**src/rtl/core/bbmt_pkg.sv**
```systemverilog
// Package for the bounding box merge table: sizes, coordinate and rectangle
// types, function codes and the sequencer states.
// Depends on nothing; used by bbmt_merge_unit and the top level.
package bbmt_pkg;

   localparam int TABLE_DEPTH = 32;
   localparam int COORD_BITS  = 12;
   localparam int MARGIN_BITS = 6;
   localparam int IDX_BITS    = $clog2(TABLE_DEPTH);
   localparam int CNT_BITS    = $clog2(TABLE_DEPTH + 1);
   localparam int EXT_BITS    = COORD_BITS + 3;

   localparam logic [MARGIN_BITS-1:0] MARGIN_RESET = MARGIN_BITS'(5);
   localparam logic [COORD_BITS-1:0]  COORD_MAX    = '1;

   localparam logic FUNC_INSERT = 1'b0;
   localparam logic FUNC_FLUSH  = 1'b1;

   typedef logic [COORD_BITS-1:0]      coord_type;
   typedef logic signed [EXT_BITS-1:0] ecoord_type;

   typedef struct packed {
      coord_type x;
      coord_type y;
      coord_type w;
      coord_type h;
   } rect_type;

   typedef struct packed {
      ecoord_type x0;
      ecoord_type y0;
      ecoord_type x1;
      ecoord_type y1;
   } span_type;

   typedef enum logic [2:0] {
      ST_IDLE,
      ST_SCAN,
      ST_FINISH,
      ST_FLUSH_RD,
      ST_FLUSH_OUT,
      ST_EMPTY
   } state_type;

   function automatic ecoord_type ext(input coord_type v);
      return ecoord_type'({{(EXT_BITS-COORD_BITS){1'b0}}, v});
   endfunction

endpackage

```
**src/rtl/core/bbmt_merge_unit.sv**
```systemverilog
// Shared overlap test and bounding-box union for one stored rectangle.
// Depends on bbmt_pkg; the top level sequencer has one instance and shares it across all table entries.
module bbmt_merge_unit (
   input  bbmt_pkg::span_type grown,
   input  bbmt_pkg::rect_type stored,
   input  bbmt_pkg::span_type acc,
   output logic               hit,
   output bbmt_pkg::span_type merged
);
   import bbmt_pkg::*;

   ecoord_type sx0;
   ecoord_type sy0;
   ecoord_type sx1;
   ecoord_type sy1;
   ecoord_type lo_x;
   ecoord_type hi_x;
   ecoord_type lo_y;
   ecoord_type hi_y;

   always_comb begin
      sx0  = ext(stored.x);
      sy0  = ext(stored.y);
      sx1  = sx0 + ext(stored.w);
      sy1  = sy0 + ext(stored.h);
      lo_x = (grown.x0 > sx0) ? grown.x0 : sx0;
      hi_x = (grown.x1 < sx1) ? grown.x1 : sx1;
      lo_y = (grown.y0 > sy0) ? grown.y0 : sy0;
      hi_y = (grown.y1 < sy1) ? grown.y1 : sy1;
      hit  = (lo_x < hi_x) && (lo_y < hi_y);
      merged.x0 = (sx0 < acc.x0) ? sx0 : acc.x0;
      merged.y0 = (sy0 < acc.y0) ? sy0 : acc.y0;
      merged.x1 = (sx1 > acc.x1) ? sx1 : acc.x1;
      merged.y1 = (sy1 > acc.y1) ? sy1 : acc.y1;
   end

endmodule

```
**src/rtl/core/bounding_box_merge_table_top.sv**
```systemverilog
// Bounding box merge table: an insert grows the new rectangle by the margin,
// walks the stored entries one per cycle through a shared merge unit, folds
// every entry that overlaps the grown rectangle into the new one while
// compacting the survivors in place, and appends the merged rectangle unless
// the survivors fill the table, which gives an overflow beat; a flush emits
// all entries in order and empties the table. The entry memory has a single
// read port; a flush reads each entry and then emits it. Each input beat
// gives one result beat, except a flush of a non-empty table, which gives
// one per entry. Depends on bbmt_pkg and bbmt_merge_unit.
module bounding_box_merge_table_top (
   input  logic                                clock,
   input  logic                                reset,
   input  logic                                req_valid,
   output logic                                req_stall,
   input  logic                                req_func,
   input  logic [bbmt_pkg::COORD_BITS-1:0]     req_rect_x,
   input  logic [bbmt_pkg::COORD_BITS-1:0]     req_rect_y,
   input  logic [bbmt_pkg::COORD_BITS-1:0]     req_rect_w,
   input  logic [bbmt_pkg::COORD_BITS-1:0]     req_rect_h,
   output logic                                rsp_valid,
   input  logic                                rsp_stall,
   output logic [bbmt_pkg::COORD_BITS-1:0]     rsp_out_x,
   output logic [bbmt_pkg::COORD_BITS-1:0]     rsp_out_y,
   output logic [bbmt_pkg::COORD_BITS-1:0]     rsp_out_w,
   output logic [bbmt_pkg::COORD_BITS-1:0]     rsp_out_h,
   output logic                                rsp_entry_valid,
   output logic [bbmt_pkg::CNT_BITS-1:0]       rsp_entry_count,
   output logic                                rsp_overflow,
   output logic                                rsp_last,
   input  logic                                csr_valid,
   output logic                                csr_ready,
   input  logic [bbmt_pkg::MARGIN_BITS-1:0]    csr_data
);
   import bbmt_pkg::*;

   rect_type                rect_store [TABLE_DEPTH];

   state_type               state_ff, state_in;
   logic [CNT_BITS-1:0]     count_ff, count_in;
   logic [CNT_BITS-1:0]     rd_idx_ff, rd_idx_in;
   logic [CNT_BITS-1:0]     keep_ff, keep_in;
   logic                    data_vld_ff, data_vld_in;
   span_type                grown_ff, grown_in;
   span_type                acc_ff, acc_in;
   logic [MARGIN_BITS-1:0]  margin_ff;
   rect_type                rd_data_ff;

   logic                    rsp_valid_ff, rsp_valid_in;
   rect_type                rsp_rect_ff, rsp_rect_in;
   logic                    rsp_entry_valid_ff, rsp_entry_valid_in;
   logic [CNT_BITS-1:0]     rsp_count_ff, rsp_count_in;
   logic                    rsp_overflow_ff, rsp_overflow_in;
   logic                    rsp_last_ff, rsp_last_in;

   logic                    rd_en;
   logic                    wr_en;
   rect_type                wr_data;
   logic                    out_free;
   logic                    hit;
   span_type                merged;
   ecoord_type              ext_margin;
   ecoord_type              span_w;
   ecoord_type              span_h;
   rect_type                result;
   logic                    flush_last;

   bbmt_merge_unit u_merge (
      .grown  (grown_ff),
      .stored (rd_data_ff),
      .acc    (acc_ff),
      .hit    (hit),
      .merged (merged)
   );

   always_ff @(posedge clock) begin
      if (wr_en) begin
         rect_store[keep_ff[IDX_BITS-1:0]] <= wr_data;
      end
      if (rd_en) begin
         rd_data_ff <= rect_store[rd_idx_ff[IDX_BITS-1:0]];
      end
   end

   always_ff @(posedge clock) begin
      if (reset) begin
         state_ff     <= ST_IDLE;
         count_ff     <= '0;
         rd_idx_ff    <= '0;
         keep_ff      <= '0;
         data_vld_ff  <= 1'b0;
         margin_ff    <= MARGIN_RESET;
         rsp_valid_ff <= 1'b0;
      end else begin
         state_ff     <= state_in;
         count_ff     <= count_in;
         rd_idx_ff    <= rd_idx_in;
         keep_ff      <= keep_in;
         data_vld_ff  <= data_vld_in;
         rsp_valid_ff <= rsp_valid_in;
         if (csr_valid) begin
            margin_ff <= csr_data;
         end
      end
   end

   always_ff @(posedge clock) begin
      grown_ff           <= grown_in;
      acc_ff             <= acc_in;
      rsp_rect_ff        <= rsp_rect_in;
      rsp_entry_valid_ff <= rsp_entry_valid_in;
      rsp_count_ff       <= rsp_count_in;
      rsp_overflow_ff    <= rsp_overflow_in;
      rsp_last_ff        <= rsp_last_in;
   end

   always_comb begin
      ext_margin = ecoord_type'({{(EXT_BITS-MARGIN_BITS){1'b0}}, margin_ff});
      span_w     = acc_ff.x1 - acc_ff.x0;
      span_h     = acc_ff.y1 - acc_ff.y0;
      result.x   = acc_ff.x0[COORD_BITS-1:0];
      result.y   = acc_ff.y0[COORD_BITS-1:0];
      result.w   = (span_w > ext(COORD_MAX)) ? COORD_MAX : span_w[COORD_BITS-1:0];
      result.h   = (span_h > ext(COORD_MAX)) ? COORD_MAX : span_h[COORD_BITS-1:0];
      flush_last = (rd_idx_ff + CNT_BITS'(1)) == count_ff;
      out_free   = !rsp_valid_ff || !rsp_stall;

      state_in           = state_ff;
      count_in           = count_ff;
      rd_idx_in          = rd_idx_ff;
      keep_in            = keep_ff;
      data_vld_in        = data_vld_ff;
      grown_in           = grown_ff;
      acc_in             = acc_ff;
      rsp_valid_in       = rsp_valid_ff && rsp_stall;
      rsp_rect_in        = rsp_rect_ff;
      rsp_entry_valid_in = rsp_entry_valid_ff;
      rsp_count_in       = rsp_count_ff;
      rsp_overflow_in    = rsp_overflow_ff;
      rsp_last_in        = rsp_last_ff;
      rd_en              = 1'b0;
      wr_en              = 1'b0;
      wr_data            = rd_data_ff;
      req_stall          = 1'b1;

      case (state_ff)
         ST_IDLE: begin
            req_stall = 1'b0;
            if (req_valid) begin
               rd_idx_in = '0;
               if (req_func == FUNC_FLUSH) begin
                  state_in = (count_ff == '0) ? ST_EMPTY : ST_FLUSH_RD;
               end else begin
                  acc_in.x0   = ext(req_rect_x);
                  acc_in.y0   = ext(req_rect_y);
                  acc_in.x1   = ext(req_rect_x) + ext(req_rect_w);
                  acc_in.y1   = ext(req_rect_y) + ext(req_rect_h);
                  grown_in.x0 = ext(req_rect_x) - ext_margin;
                  grown_in.y0 = ext(req_rect_y) - ext_margin;
                  grown_in.x1 = acc_in.x1 + ext_margin;
                  grown_in.y1 = acc_in.y1 + ext_margin;
                  keep_in     = '0;
                  data_vld_in = 1'b0;
                  state_in    = ST_SCAN;
               end
            end
         end
         ST_SCAN: begin
            data_vld_in = 1'b0;
            if (rd_idx_ff != count_ff) begin
               rd_en       = 1'b1;
               rd_idx_in   = rd_idx_ff + CNT_BITS'(1);
               data_vld_in = 1'b1;
            end
            if (data_vld_ff) begin
               if (hit) begin
                  acc_in = merged;
               end else begin
                  wr_en   = 1'b1;
                  keep_in = keep_ff + CNT_BITS'(1);
               end
            end else if (rd_idx_ff == count_ff) begin
               state_in = ST_FINISH;
            end
         end
         ST_FINISH: begin
            if (out_free) begin
               rsp_valid_in = 1'b1;
               rsp_last_in  = 1'b1;
               if (keep_ff == CNT_BITS'(TABLE_DEPTH)) begin
                  rsp_rect_in        = '0;
                  rsp_entry_valid_in = 1'b0;
                  rsp_count_in       = count_ff;
                  rsp_overflow_in    = 1'b1;
               end else begin
                  wr_en              = 1'b1;
                  wr_data            = result;
                  count_in           = keep_ff + CNT_BITS'(1);
                  rsp_rect_in        = result;
                  rsp_entry_valid_in = 1'b1;
                  rsp_count_in       = keep_ff + CNT_BITS'(1);
                  rsp_overflow_in    = 1'b0;
               end
               state_in = ST_IDLE;
            end
         end
         ST_FLUSH_RD: begin
            rd_en    = 1'b1;
            state_in = ST_FLUSH_OUT;
         end
         ST_FLUSH_OUT: begin
            if (out_free) begin
               rsp_valid_in       = 1'b1;
               rsp_rect_in        = rd_data_ff;
               rsp_entry_valid_in = 1'b1;
               rsp_count_in       = '0;
               rsp_overflow_in    = 1'b0;
               rsp_last_in        = flush_last;
               if (flush_last) begin
                  count_in = '0;
                  state_in = ST_IDLE;
               end else begin
                  rd_idx_in = rd_idx_ff + CNT_BITS'(1);
                  state_in  = ST_FLUSH_RD;
               end
            end
         end
         ST_EMPTY: begin
            if (out_free) begin
               rsp_valid_in       = 1'b1;
               rsp_rect_in        = '0;
               rsp_entry_valid_in = 1'b0;
               rsp_count_in       = '0;
               rsp_overflow_in    = 1'b0;
               rsp_last_in        = 1'b1;
               state_in           = ST_IDLE;
            end
         end
         default: begin
            state_in = ST_IDLE;
         end
      endcase
   end

   assign csr_ready       = 1'b1;
   assign rsp_valid       = rsp_valid_ff;
   assign rsp_out_x       = rsp_rect_ff.x;
   assign rsp_out_y       = rsp_rect_ff.y;
   assign rsp_out_w       = rsp_rect_ff.w;
   assign rsp_out_h       = rsp_rect_ff.h;
   assign rsp_entry_valid = rsp_entry_valid_ff;
   assign rsp_entry_count = rsp_count_ff;
   assign rsp_overflow    = rsp_overflow_ff;
   assign rsp_last        = rsp_last_ff;

`ifndef NO_ASSERTIONS
   a_count_bound : assert property (@(posedge clock) disable iff (reset)
      count_ff <= CNT_BITS'(TABLE_DEPTH))
      else $error("Table count exceeds the table depth.");

   a_compact_order : assert property (@(posedge clock) disable iff (reset)
      state_ff == ST_SCAN |-> (keep_ff <= rd_idx_ff) && (rd_idx_ff <= count_ff))
      else $error("Compaction write index overtook the read index.");

   a_overflow_beat : assert property (@(posedge clock) disable iff (reset)
      rsp_valid_ff && rsp_overflow_ff |-> !rsp_entry_valid_ff && rsp_last_ff)
      else $error("Overflow beat carries an entry or is not the last beat.");

   a_flush_clears : assert property (@(posedge clock) disable iff (reset)
      state_ff == ST_IDLE && $past(state_ff) == ST_FLUSH_OUT |-> count_ff == '0)
      else $error("Table not empty after a flush.");
`endif

endmodule
```
**config.mk**
```make
export PLATFORM = sky130hd
export DESIGN_NAME = bounding_box_merge_table_top
export DESIGN_NICKNAME = d
export VERILOG_FILES = /design/src/rtl/core/bbmt_pkg.sv /design/src/rtl/core/bbmt_merge_unit.sv /design/src/rtl/core/bounding_box_merge_table_top.sv
export SDC_FILE = /design/constraint.sdc
export NUM_CORES = 2
export LEC_CHECK = 0
export CORE_MARGIN = 1
export CORE_UTILIZATION = 50
export DETAILED_ROUTE_END_ITERATION = 10
export DONT_BUFFER_PORTS = 1
export GPL_TIMING_DRIVEN = 0
export SLEW_MARGIN = 25
export SYNTH_ARGS = -nofsm -noshare
export SYNTH_HDL_FRONTEND = slang
export SYNTH_SLANG_ARGS = --single-unit
export TNS_END_PERCENT = 10
```
**constraint.sdc**
```tcl
create_clock -name clock -period 12.65 [get_ports clock]
set_input_delay 1.265 -clock clock [delete_from_list [all_inputs] [get_ports clock]]
set_output_delay 1.265 -clock clock [all_outputs]
set_load 0.05 [all_outputs]
```
==> results.md <==
- Outcome: finished, final reports clean
- Leakage power: 28.5 nW
- Internal power: around 12 mW
- Share of power burned in registers: 0.431
- Chip width: between 300 and 400 µm
- Final setup violating endpoints: 0
- CTS tree: built
- Clock Latency Late Sink: approximately 840 ps
- Cell repeated most along the worst path: a21oi_1
- Pin count of the biggest net entering global routing: 44
- Cells after Synth: around 4.0k
- Clock slew seen by the registers of the worst setup and hold paths: around 60 ps
- Slew Limit Headroom: 0.204
- Worst-margin pin slew: ~1200 ps
- Layout cell share with drive strength beyond 1: 0.249
- Sw Share: 0.335
- DRT iter0 DRCs: about 5k
- I/O Buffers: 0
- Initial antenna violation count: 2
- Crit Path Max Fanout: 20
- Max cap viols: 0
- Placed cell count: between 6k and 7k
- Root Buffer: clkbuf_16
- Hold/Removal Path Class: register to register
- Fin crit share: 0.721
- Area Growth Syn to Fin: 16.3%
- FF+latch count, synth: 1774
- Vias in the first global route: approximately 40k
- Final core utilization: 0.586
- Gpl congestion: slightly below 1
- Worst path max stage delay: around 670 ps
- CP required: approximately 13000 ps
- Via count: 40.6k
- Drt wl/cell: roughly 32 µm
- Leading area contributor after synthesis: edfxtp_1
- Final net count: 4640
- I/O pin count: 120
- PD cells: 214 mW/mm²
- Clock power frac: 0.282
- Resize count post-CTS: 0
- Synthesized area per cell: roughly 19 µm²
- Synth Cell Area: around 0.076 mm²
- Ys Warns: 0
- Asr flop ratio synth: 0
- Dominant synthesized flop cell: edfxtp_1
- Core Footprint: about 0.15 mm²
- Max Slew Vio Count: 0
- Unique masters post-synth: approximately 80
- First-pass GRT wire length: roughly 300 mm
- Die Ht: a little under 400 µm
- Logic gate share of total power: 0.288
- Post-route insts no fill: around 6.5k
- Skew final: roughly 45 ps
- Cts-stage hold buffer count: 0
- Global Route Usage Sum: 0.280
- Hold WS: 482 ps
- Clock sink count: around 1.8k
- Setup crit end kind: register
- Maximum vdd drop: ~150 µV
- Fmax: between 100 and 150 MHz
- Final ANT Viol Nets: 0
- Share of Yosys cell area claimed by the top area cell type: 0.694
- Setup bufs post-CTS: 0
- Htree depth: 4
- Crit Path Class: register to register
- Drt first pass iters: 5
- Final hold violations: 0
- Via density: between 6 and 7
- DRC viols: 0
- Area contributors post-synth: edfxtp_1 (69%), mux4_2 (14%), ha_1 (3.4%)
- Post-DP HPWL: between 100 and 150 mm
- EDFF count, synth: 1745
- CP Launch Type: register
- Initial Utilization: 0.504
- Syn Nets: around 4.3k
- Number of buffers created by CTS: between 150 and 200
- Crit path time final: just over 9000 ps
- WL final: between 200 and 250 mm
- Clock tree buffer depth: 3
- # rows: 142
- Sw Pwr: ~6.3 mW
- Die Area: roughly 0.15 mm²
- CP arrival: roughly 9700 ps
- Seq/Total Area, Yosys: 0.701
- RSZ-0062 raised after global routing: false
- CP max-delay cell: edfxtp_1
- Total grt overflow: 0
sequential cells by signal (all words and copies together) (netlist names), 6 cells and up:
register,flops
count_ff,6
rsp_entry_count,6
rsp_out_h,12
rsp_out_w,12
rect_store,1536
margin_ff,6
rsp_out_x,12
rd_data_ff,48
grown_ff,54
acc_ff,50
rd_idx_ff,6
keep_ff,6
rsp_out_y,12
cell usage after synthesis, drive strengths merged (9+ instances only):
library cell / count
o21ai: 186
nand4: 16
a211oi: 11
fa: 10
nor2: 148
and3: 14
buf: 42
xor2: 51
a21o: 49
dfxtp: 29
nand2: 169
nor2b: 27
o211ai: 10
a21oi: 127
ha: 203
a22o: 14
nor3: 34
xnor2: 66
nand3: 27
a31oi: 17
and2: 9
edfxtp: 1745
mux4: 480
o21bai: 19
o21a: 16
nand2b: 34
mux2i: 15
mux2: 70
clkbuf: 133
inv: 157
routing by layer:
metal  track usage  part of all wire  up-vias  routed length, µm
li1              -                 -    17100                  -
met1         0.394              0.41    21600              87000
met2         0.448              0.48     1691             101000
met3        0.0416             0.072      291              15100
met4        0.0968             0.035        0               7350
met5             0                 0        -                  0
path summary, 6_finish.rpt:
kind	start	to	slack, ps	cells past startpoint
worst min register to register	data_vld_ff$_SDFFE_PP0P_	data_vld_ff$_SDFFE_PP0P_	480	2
worst max register to register	rd_data_ff[24]$_DFFE_PP_	rect_store[17][29]$_DFFE_PP_	3530	33
worst max-delay path	rd_data_ff[24]$_DFFE_PP_	rect_store[17][29]$_DFFE_PP_	3530	33
worst min-delay path	data_vld_ff$_SDFFE_PP0P_	data_vld_ff$_SDFFE_PP0P_	480	2
cells by family (layout without fill, tap and decap cells):
kind of cell	Yosys count	count (layout)	synth area share
flip-flops	1774	1774	0.701
multiplexers	565	565	0.156
AND/OR/NAND/NOR	519	519	0.0321
AO/OA/AOI/OAI	518	518	0.0439
buffers and inverters	332	812	0.0166
adder cells (fa/ha/maj)	216	216	0.0367
XOR/XNOR	118	118	0.0139
other	1	4	0.0000496
critical path, delay by kind of cell, from the launching register on:
kind	cells	cell delay (ps)
DFF	1	670
and+or+nand+nor	8	1360
adders and majority gates	4	1220
AOI/OAI and AO/OA	14	4080
xor gates and xnor gates	1	240
buffers and inverters	6	1210
power by group through the flow:
stage | clock, mW | sequential, mW | combinational (mW)
3_3_place_gp | 0 | 8.35 | 4.75
3_5_place_dp | 0 | 8.20 | 5.36
4_1_cts | 5.37 | 8.08 | 5.37
6_report | 5.29 | 8.09 | 5.40
5_1_grt | 5.57 | 8.11 | 5.78
2_1_floorplan | 0 | 8.14 | 3.10
placed cells by master (no fill, tap or decap), drive strengths merged, types with 9 or more instances in the layout:
master / n
nand3: 27
a21oi: 127
mux4: 480
dfxtp: 29
xor2: 51
nor2: 148
clkbuf: 360
and2: 9
nand2b: 34
mux2i: 15
clkinv: 84
edfxtp: 1745
nand2: 169
o211ai: 10
a31oi: 17
o21ai: 186
nor2b: 27
nand4: 16
a22o: 14
inv: 169
mux2: 70
fa: 10
bufinv: 15
o21bai: 19
nor3: 34
o21a: 16
ha: 203
a21o: 49
buf: 178
a211oi: 11
xnor2: 66
and3: 14
per-stage QoR:
stage / TNS, ps / cell area (µm²) / power (mW) / worst slack [ps]
2_1_floorplan: 0 / 75500 / 11.2 / 4860
3_3_place_gp: -185510 / 78100 / 13.1 / -377
3_5_place_dp: 0 / 82000 / 13.6 / 3600
4_1_cts: 0 / 87900 / 18.8 / 3540
5_1_grt: 0 / 87900 / 19.5 / 3150
6_report: 0 / 87900 / 18.8 / 3530
cell type report:
cell class	instances	area [µm²]
clock inverters	117	1180
inverters	157	592
fillers	11100	62100
clock buffers	222	4680
plain buffers	175	742
repair buffers	141	3070
multi-input cells	1937	22100
diodes	3	7.51
well taps	2016	2520
flip-flops and latches	1774	53000
(Power assumes the default switching activity.)
